`config.mk`:
```
export PLATFORM = sky130hd
export DESIGN_NAME = kalman_angle_bias_filter_top
export DESIGN_NICKNAME = d
export VERILOG_FILES = /design/src/rtl/core/kabf_pkg.sv /design/src/rtl/core/kabf_divider.sv /design/src/rtl/core/kalman_angle_bias_filter_top.sv
export SDC_FILE = /design/constraint.sdc
export NUM_CORES = 2
export LEC_CHECK = 0
export BUFFER_PORTS_ARGS = -buffer_cell sky130_fd_sc_hd__clkbuf_2
export CAP_MARGIN = 0
export CORE_MARGIN = 10
export CORE_UTILIZATION = 41
export CTS_CLUSTER_DIAMETER = 60
export DETAILED_ROUTE_END_ITERATION = 12
export SYNTH_ARGS = -nofsm -noshare
export SYNTH_HDL_FRONTEND = slang
export SYNTH_SLANG_ARGS = --single-unit
```
`constraint.sdc`:
```
create_clock -name clk -period 22.6 [get_ports clk]
set_clock_uncertainty 0.05 [all_clocks]
set_input_delay 5.65 -clock clk [delete_from_list [all_inputs] [get_ports clk]]
set_output_delay 5.65 -clock clk [all_outputs]
set_load 0.1 [all_outputs]
```
`src/rtl/core/kabf_pkg.sv`:
```
// Shared widths, codes and saturation helpers for the angle/bias filter.
package kabf_pkg;
  localparam int DataWidth = 32;
  localparam int FracBits = 22;
  localparam int UWidth = DataWidth - 1;
  localparam int ProdWidth = 2 * DataWidth;
  localparam int DivSteps = DataWidth + FracBits;
  localparam int StepWidth = $clog2(DivSteps + 1);

  typedef logic signed [DataWidth-1:0] word_t;

  localparam logic [1:0] RegQValue = 2'd0;
  localparam logic [1:0] RegQBias = 2'd1;
  localparam logic [1:0] RegRMeasure = 2'd2;

  localparam logic [UWidth-1:0] QValueReset = UWidth'(4194);
  localparam logic [UWidth-1:0] QBiasReset = UWidth'(12583);
  localparam logic [UWidth-1:0] RMeasureReset = UWidth'(125829);

  localparam word_t WordMax = {1'b0, {(DataWidth-1){1'b1}}};
  localparam word_t WordMin = {1'b1, {(DataWidth-1){1'b0}}};

  // Operations of the shared unit.
  typedef enum logic [1:0] {
    OP_ADD = 2'd0,
    OP_SUB = 2'd1,
    OP_MUL = 2'd2
  } alu_op_t;

  // Saturate a sum that is one bit wider than a word.
  function automatic word_t sat_wide(input logic signed [DataWidth:0] x);
    if (x[DataWidth] != x[DataWidth-1]) begin
      return x[DataWidth] ? WordMin : WordMax;
    end
    return x[DataWidth-1:0];
  endfunction

  // Apply sign to a magnitude, saturating.
  function automatic word_t signed_sat(input logic [ProdWidth-1:0] m, input logic neg,
                                       input logic ovf);
    logic [ProdWidth-1:0] lim;
    lim = ProdWidth'(WordMax);
    if (neg) begin
      if (ovf || m > lim + ProdWidth'(1)) return WordMin;
      return word_t'(~m[DataWidth-1:0] + DataWidth'(1));
    end
    if (ovf || m > lim) return WordMax;
    return m[DataWidth-1:0];
  endfunction
endpackage

```
`src/rtl/core/kabf_divider.sv`:
```
// Restoring serial divider: fixed-point quotient truncated toward zero, saturated.
module kabf_divider (
  input  logic                  clk,
  input  logic                  rst,
  input  logic                  start,
  input  kabf_pkg::word_t       num,
  input  kabf_pkg::word_t       den,
  output logic                  done,
  output kabf_pkg::word_t       quot
);
  localparam int NW = kabf_pkg::DivSteps;
  logic                              busy;
  logic [kabf_pkg::StepWidth-1:0]    cnt;
  logic [NW-1:0]                     dividend;
  logic [kabf_pkg::DataWidth:0]      rem;
  logic [kabf_pkg::DataWidth-1:0]    dmag;
  logic [NW-1:0]                     q;
  logic                              neg;
  logic                              zero;
  logic [kabf_pkg::DataWidth:0]      trial;
  logic [kabf_pkg::DataWidth:0]      diff;
  logic [kabf_pkg::DataWidth-1:0]    nmag;
  logic                              ovf;

  assign nmag = num[kabf_pkg::DataWidth-1] ? (~num + 1'b1) : num;
  assign trial = {rem[kabf_pkg::DataWidth-1:0], dividend[NW-1]};
  assign diff = trial - {1'b0, dmag};
  // Quotient bits at or above bit 63 cannot occur for these widths, so ovf is tied
  // low; signed_sat still saturates any quotient beyond the signed word range.
  assign ovf = 1'b0;

  always_ff @(posedge clk) begin
    if (rst) begin
      busy <= 1'b0;
      done <= 1'b0;
    end else begin
      done <= 1'b0;
      if (start) begin
        busy <= 1'b1;
        cnt <= '0;
        dividend <= {nmag, {kabf_pkg::FracBits{1'b0}}};
        dmag <= den[kabf_pkg::DataWidth-1] ? (~den + 1'b1) : den;
        rem <= '0;
        q <= '0;
        neg <= num[kabf_pkg::DataWidth-1] ^ den[kabf_pkg::DataWidth-1];
        zero <= (den == '0);
      end else if (busy) begin
        dividend <= {dividend[NW-2:0], 1'b0};
        if (!diff[kabf_pkg::DataWidth]) begin
          rem <= diff;
          q <= {q[NW-2:0], 1'b1};
        end else begin
          rem <= trial;
          q <= {q[NW-2:0], 1'b0};
        end
        cnt <= cnt + 1'b1;
        if (cnt == kabf_pkg::StepWidth'(NW - 1)) begin
          busy <= 1'b0;
          done <= 1'b1;
        end
      end
    end
  end

  assign quot = zero ? '0 : kabf_pkg::signed_sat(kabf_pkg::ProdWidth'(q), neg, ovf);
endmodule

```
`src/rtl/core/kalman_angle_bias_filter_top.sv`:
```
// Top level of the two-state angle/bias Kalman filter.
// Usage:
//  - s_axis carries one input transaction per filter item; tuser = mode
//    (0 update step, 1 load estimate), tdata = {dt, rate_in, measured}.
//  - m_axis returns one result transaction per item, tdata = {rate_corrected,
//    estimate}.
//  - cfg writes q_value (0), q_bias (1), meas_noise (2); always ready. Write
//    only while no item is in flight; the block itself does not enforce it.
// Timing:
//  - A set item goes from idle to the output step, which loads the output
//    register; the next item is taken once the sequencer is idle again.
//  - An update item runs 27 steps through one shared saturating
//    add/subtract/multiply unit plus two serial divides (start, 54-bit
//    quotient, hand-off), then loads the output register at its output step;
//    the next item is taken only once the sequencer is idle again.
//  - s_axis_tready is high only while the sequencer is idle.
// Reset: synchronous rst clears estimates, covariance, registers to defaults.
// Stall: a held result sits in the output register; the sequencer still takes
// and runs the next item, then waits at its output step until the register is
// free, so a stalled receiver stops intake after one more item.
module kalman_angle_bias_filter_top (
  input  logic         clk,
  input  logic         rst,
  input  logic         s_axis_tvalid,
  output logic         s_axis_tready,
  input  logic [95:0]  s_axis_tdata,  // measured[31:0], rate_in[63:32], dt[94:64], pad
  input  logic         s_axis_tuser,  // mode
  output logic         m_axis_tvalid,
  input  logic         m_axis_tready,
  output logic [63:0]  m_axis_tdata,  // estimate[31:0], rate_corrected[63:32]
  input  logic         cfg_valid,
  output logic         cfg_ready,
  input  logic [1:0]   cfg_index,
  input  logic [30:0]  cfg_data
);
  localparam int DW = kabf_pkg::DataWidth;
  localparam int FB = kabf_pkg::FracBits;
  typedef logic signed [DW-1:0] w_t;

  typedef enum logic [3:0] {
    S_IDLE = 4'b0001,
    S_ALU  = 4'b0010,
    S_DIV  = 4'b0100,
    S_OUT  = 4'b1000
  } state_t;

  state_t state;
  logic [4:0] step;
  logic [kabf_pkg::UWidth-1:0] q_value, q_bias, meas_noise;
  w_t value_est, bias_est, cov_00, cov_01, cov_10, cov_11;
  w_t meas, rate, dt, inner, y, s, k0, k1, p00, p01, t;
  logic div_start, div_done, div_sel;
  w_t div_quot;

  // Shared unit.
  kabf_pkg::alu_op_t op;
  w_t opa, opb, res;
  logic signed [2*DW-1:0] prod;
  logic [2*DW-1:0] pmag, prnd;
  always_comb begin
    prod = opa * opb;
    pmag = prod[2*DW-1] ? (~prod + 1'b1) : prod;
    prnd = pmag + (64'(1) << (FB - 1));
    case (op)
      kabf_pkg::OP_ADD: res = kabf_pkg::sat_wide({opa[DW-1], opa} + {opb[DW-1], opb});
      kabf_pkg::OP_SUB: res = kabf_pkg::sat_wide({opa[DW-1], opa} - {opb[DW-1], opb});
      default: res = kabf_pkg::signed_sat(prnd >> FB, prod[2*DW-1], 1'b0);
    endcase
  end

  kabf_divider u_div (
    .clk(clk), .rst(rst), .start(div_start),
    .num(div_sel ? cov_10 : cov_00), .den(s),
    .done(div_done), .quot(div_quot)
  );

  w_t qv, qb, rm;
  assign qv = w_t'({1'b0, q_value});
  assign qb = w_t'({1'b0, q_bias});
  assign rm = w_t'({1'b0, meas_noise});

  // Step program: operands per step.
  always_comb begin
    op = kabf_pkg::OP_MUL; opa = dt; opb = rate;
    case (step)
      5'd0:  begin op = kabf_pkg::OP_MUL; opa = dt; opb = rate; end
      5'd1:  begin op = kabf_pkg::OP_ADD; opa = value_est; opb = t; end
      5'd2:  begin op = kabf_pkg::OP_MUL; opa = dt; opb = cov_11; end
      5'd3:  begin op = kabf_pkg::OP_SUB; opa = t; opb = cov_01; end
      5'd4:  begin op = kabf_pkg::OP_SUB; opa = inner; opb = cov_10; end
      5'd5:  begin op = kabf_pkg::OP_ADD; opa = inner; opb = qv; end
      5'd6:  begin op = kabf_pkg::OP_MUL; opa = dt; opb = inner; end
      5'd7:  begin op = kabf_pkg::OP_ADD; opa = cov_00; opb = t; end
      5'd8:  begin op = kabf_pkg::OP_MUL; opa = dt; opb = cov_11; end
      5'd9:  begin op = kabf_pkg::OP_SUB; opa = cov_01; opb = t; end
      5'd10: begin op = kabf_pkg::OP_SUB; opa = cov_10; opb = t; end
      5'd11: begin op = kabf_pkg::OP_MUL; opa = qb; opb = dt; end
      5'd12: begin op = kabf_pkg::OP_ADD; opa = cov_11; opb = t; end
      5'd13: begin op = kabf_pkg::OP_SUB; opa = meas; opb = value_est; end
      5'd14: begin op = kabf_pkg::OP_ADD; opa = cov_00; opb = rm; end
      5'd15: begin op = kabf_pkg::OP_MUL; opa = k0; opb = y; end
      5'd16: begin op = kabf_pkg::OP_ADD; opa = value_est; opb = t; end
      5'd17: begin op = kabf_pkg::OP_MUL; opa = k1; opb = y; end
      5'd18: begin op = kabf_pkg::OP_ADD; opa = bias_est; opb = t; end
      5'd19: begin op = kabf_pkg::OP_MUL; opa = k0; opb = p00; end
      5'd20: begin op = kabf_pkg::OP_SUB; opa = cov_00; opb = t; end
      5'd21: begin op = kabf_pkg::OP_MUL; opa = k0; opb = p01; end
      5'd22: begin op = kabf_pkg::OP_SUB; opa = cov_01; opb = t; end
      5'd23: begin op = kabf_pkg::OP_MUL; opa = k1; opb = p00; end
      5'd24: begin op = kabf_pkg::OP_SUB; opa = cov_10; opb = t; end
      5'd25: begin op = kabf_pkg::OP_MUL; opa = k1; opb = p01; end
      5'd26: begin op = kabf_pkg::OP_SUB; opa = cov_11; opb = t; end
      default: begin op = kabf_pkg::OP_SUB; opa = w_t'(s_axis_tdata[63:32]); opb = bias_est; end
    endcase
  end

  logic in_fire;
  logic out_load;
  assign cfg_ready = 1'b1;
  assign s_axis_tready = (state == S_IDLE);
  assign in_fire = s_axis_tvalid && s_axis_tready;
  // Output register takes a new result when empty or being taken.
  assign out_load = (state == S_OUT) && (!m_axis_tvalid || m_axis_tready);

  always_ff @(posedge clk) begin
    if (rst) begin
      state <= S_IDLE;
      step <= 5'd31;
      m_axis_tvalid <= 1'b0;
      div_start <= 1'b0;
      div_sel <= 1'b0;
      q_value <= kabf_pkg::QValueReset;
      q_bias <= kabf_pkg::QBiasReset;
      meas_noise <= kabf_pkg::RMeasureReset;
      value_est <= '0; bias_est <= '0;
      cov_00 <= '0; cov_01 <= '0; cov_10 <= '0; cov_11 <= '0;
    end else begin
      div_start <= 1'b0;
      if (cfg_valid && cfg_ready) begin
        unique case (cfg_index)
          kabf_pkg::RegQValue:   q_value <= cfg_data;
          kabf_pkg::RegQBias:    q_bias <= cfg_data;
          kabf_pkg::RegRMeasure: meas_noise <= cfg_data;
          default: ;
        endcase
      end
      if (out_load) m_axis_tvalid <= 1'b1;
      else if (m_axis_tready) m_axis_tvalid <= 1'b0;
      unique case (state)
        S_IDLE: if (in_fire) begin
          // step index 31 selects rate_in - bias_est on the shared unit
          meas <= w_t'(s_axis_tdata[31:0]);
          dt <= w_t'({1'b0, s_axis_tdata[94:64]});
          rate <= res;
          step <= '0;
          state <= s_axis_tuser ? S_OUT : S_ALU;
          if (s_axis_tuser) value_est <= w_t'(s_axis_tdata[31:0]);
        end
        S_ALU: begin
          // products stay in t until their add/subtract step
          if (op == kabf_pkg::OP_MUL) t <= res;
          case (step) inside
            5'd1, 5'd16: value_est <= res;
            5'd3, 5'd4, 5'd5: inner <= res;
            5'd7: cov_00 <= res;
            5'd9: cov_01 <= res;
            5'd10: cov_10 <= res;
            5'd12: cov_11 <= res;
            5'd13: y <= res;
            5'd14: s <= res;
            5'd18: bias_est <= res;
            5'd20: cov_00 <= res;
            5'd22: cov_01 <= res;
            5'd24: cov_10 <= res;
            5'd26: cov_11 <= res;
            default: ;
          endcase
          if (step == 5'd14) begin
            state <= S_DIV; div_sel <= 1'b0; div_start <= 1'b1;
            p00 <= cov_00; p01 <= cov_01;
            step <= step + 1'b1;
          end else if (step == 5'd26) begin
            state <= S_OUT;
            step <= 5'd31;
          end else begin
            step <= step + 1'b1;
          end
        end
        S_DIV: if (div_done) begin
          if (!div_sel) begin
            k0 <= div_quot; div_sel <= 1'b1; div_start <= 1'b1;
          end else begin
            k1 <= div_quot; state <= S_ALU;
          end
        end
        S_OUT: if (out_load) begin
          m_axis_tdata <= {rate, value_est};
          step <= 5'd31;
          state <= S_IDLE;
        end
        default: state <= S_IDLE;
      endcase
    end
  end
endmodule

```
==> flow_summary.ini <==
[timing]
hold_viol = 0
slew-limit-headroom_pct = 15.8
fin_ws_ns = 2.67
tightest_slew_ns = 1.26
timing.final.max_slew_violations = 0
grt_setup_unrepaired = false
min_period_ns = 19.93
setup_viol = 0
finalCritPeriodShare_pct = 88.2
max_clock_freq_mhz = 50.2
tns_ns = 0

[worst_hold_path]
hp-class = reg -> reg
hold_critical_path_depth = 2

[routing]
detail_route.first_pass.iterations = 8
ant_nets = 0
wl_um = 308000
wire_per_inst_um = 26.8
average_via_count_per_standard_cell = 5.84
drt-initial-drc-count = 8145
drc_errors = 0
vias = 67217

[worst_setup_path]
worst_path_max_delay_cell = sky130_fd_sc_hd__or4_4
worstSetupPathType = reg -> reg
worst-endpoint-required_ns = 22.86
critical-path-max-stage-delay_ns = 1.04
r2r.worst_path.cells = 53
cp_data_arrival_time_ns = 20.19
crit_fanout = 48
worstSetupStartpointType = flop
crit_path_end_kind = flop
crit_path_frequent_cell = sky130_fd_sc_hd__inv_1

[yosys]
synth_top_flop_cell = sky130_fd_sc_hd__edfxtp_1
cell_count_after_synthesis = 8794
syn_avg_cell_area_um2 = 9.36
synth.top_cell.area_share_pct = 26.4
synth-edff-count = 573
synth-async-reset-ratio_pct = 0
syn_nets = 10308
synth_cell_types = 117
synth_seq_area_share_pct = 28.2
yosysWarningCount = 0
synth.area.top_cells = sky130_fd_sc_hd__fa_1 (26%), sky130_fd_sc_hd__edfxtp_1 (21%), sky130_fd_sc_hd__dfxtp_1 (7.3%)
synth-seq-cells = 872
syn-cell-area_mm2 = 0.0823
yosys.area.top_type = sky130_fd_sc_hd__fa_1

[grt]
first_pass_grt_wire_length_um = 452000
global_route.overflow_total = 0
grt_antenna_before_repair = 10
largest_net_degree_at_the_start_of_global_routing = 123
grt_usage_pct = 27.5
via_count_of_the_first_global_routing_pass = 68041

[die]
placement_rows = 164
die_w_um = 468
core_area_mm2 = 0.200
initial_utilization_pct = 41.2
die_area_mm2 = 0.219
die_h_um = 468
io-pin-count = 202

[final_layout]
largest_register_ffs = 64
num-fill-cells = 19084
layout-area-overhead-vs-synth_pct = 8.88
multiInputGateArea_mm2 = 0.0526
drive_above_1_share_pct = 8.41
nNetsFinal = 10284
register_area_mm2 = 0.0232
largest_registers = m_axis_tdata: 64 flops, u_div.q: 54 flops
largest-register = m_axis_tdata
post-route-cell-area_mm2 = 0.0896

[clocking]
tritoncts.num_buffers = 86
clock_tree.htree_level_count = 3
sinks_on_the_clock_net = 872
post_cts_resized = 0
cts_tree = done
worst_skew_pair.late_latency_ns = 0.67
cts-hold-fix-buffers = 0
cts.repair_timing.setup_buffer_count = 0
cts_root_buffer_type = sky130_fd_sc_hd__clkbuf_16
clock_edge_transition_at_the_registers_on_the_reported_setup_and_hold_paths_ns = 0.06
maximum_clock_insertion_buffer_count = 3

[outcome]
run_status = finished clean

[placement]
placement.setup.worst_slack_ns = 2.28
place.port_buffers = 199
place.detailed.hpwl_um = 231000
placement.cell_area_mm2 = 0.0867
gp_congestion = 0.939

[job]
maxCapViolations = 0
## cell usage after synthesis (37+ instances only)
library cell,n
sky130_fd_sc_hd__inv_1,1347
sky130_fd_sc_hd__fa_1,1086
sky130_fd_sc_hd__nand2_1,1028
sky130_fd_sc_hd__nor2_1,949
sky130_fd_sc_hd__edfxtp_1,573
sky130_fd_sc_hd__a21oi_1,464
sky130_fd_sc_hd__clkbuf_1,439
sky130_fd_sc_hd__dfxtp_1,299
sky130_fd_sc_hd__ha_1,293
sky130_fd_sc_hd__a22oi_1,228
sky130_fd_sc_hd__xnor2_1,202
sky130_fd_sc_hd__nand3_1,167
sky130_fd_sc_hd__o21ai_0,162
sky130_fd_sc_hd__a211oi_1,141
sky130_fd_sc_hd__mux2i_1,106
sky130_fd_sc_hd__a222oi_1,95
sky130_fd_sc_hd__nor2b_1,90
sky130_fd_sc_hd__nor3_1,84
sky130_fd_sc_hd__and3_1,69
sky130_fd_sc_hd__a21o_1,65
sky130_fd_sc_hd__xor2_1,65
sky130_fd_sc_hd__a31oi_1,46
sky130_fd_sc_hd__or3_1,44
sky130_fd_sc_hd__mux2_2,41
sky130_fd_sc_hd__nand4_1,40
sky130_fd_sc_hd__nand3b_1,37
## final timing paths
| path | startpoint | end | slack [ns] |
|---|---|---|---|
| worst max register to register | step[4] | s[0] | 2.67 |
| worst min-delay path | u_div.busy | u_div.done | 0.40 |
| worst max-delay path | step[4] | s[0] | 2.67 |
| worst min register to register | u_div.busy | u_div.done | 0.40 |
## stage by stage
step	hold slack, ns	utilization, %	instances
floorplan	0.364	-	8794
global placement	0.384	43.4	11338
detailed placement	0.386	43.4	11338
CTS	0.401	44.9	11500
global route	0.418	44.9	11500
finish	0.396	44.9	11502
## logic make-up after synthesis
family                     count (synthesis)  synth area share, %
and+or+nand+nor                         2698                 14.4
buffers and inverters                   1863                 8.56
AOI/OAI and AO/OA                       1558                 13.1
adders and majority gates               1383                 30.9
DFF                                      872                 28.2
xor gates and xnor gates                 272                 2.96
muxes                                    147                 1.85
other                                      1              0.00455
## layout make-up
class	count	area share, %
well taps	2656	3.71
clock buffers	118	2.74
diodes	2	0.00558
flip-flops and latches	872	25.9
repair buffers	386	2.73
inverters	1365	5.72
multi-input cells	6059	58.6
clock inverters	44	0.592
## worst max-delay path, delay by kind of cell (launching register included)
kind	cells	cell delay [ns]
simple gates	11	4.80
flops	1	0.69
compound gates	15	5.09
buf+inv	15	3.54
fa+ha+maj	11	5.02
xor+xnor	1	0.18
## layer usage
layer / GRT usage, % / vias to the layer above / share of wire (%)
li1: - / 28989 / -
met5: 0 / - / 0.016
met1: 36.1 / 33800 / 39
met4: 13.6 / 6 / 5.9
met3: 6.09 / 733 / 11
met2: 42.9 / 3689 / 44
## layout by cell type, fill, tap and decap left out, types with 184 or more instances in the layout
| cell | count |
|---|---|
| sky130_fd_sc_hd__a21oi_1 | 447 |
| sky130_fd_sc_hd__nor2_1 | 940 |
| sky130_fd_sc_hd__fa_1 | 1086 |
| sky130_fd_sc_hd__ha_1 | 293 |
| sky130_fd_sc_hd__nand2_1 | 1028 |
| sky130_fd_sc_hd__xnor2_1 | 202 |
| sky130_fd_sc_hd__clkbuf_2 | 198 |
| sky130_fd_sc_hd__a22oi_1 | 228 |
| sky130_fd_sc_hd__inv_1 | 1347 |
| sky130_fd_sc_hd__dfxtp_1 | 297 |
| sky130_fd_sc_hd__edfxtp_1 | 573 |
| sky130_fd_sc_hd__buf_4 | 184 |
Power is not shown: default switching activity piles up to over one toggle a cycle in this logic, so the estimate is an artifact.
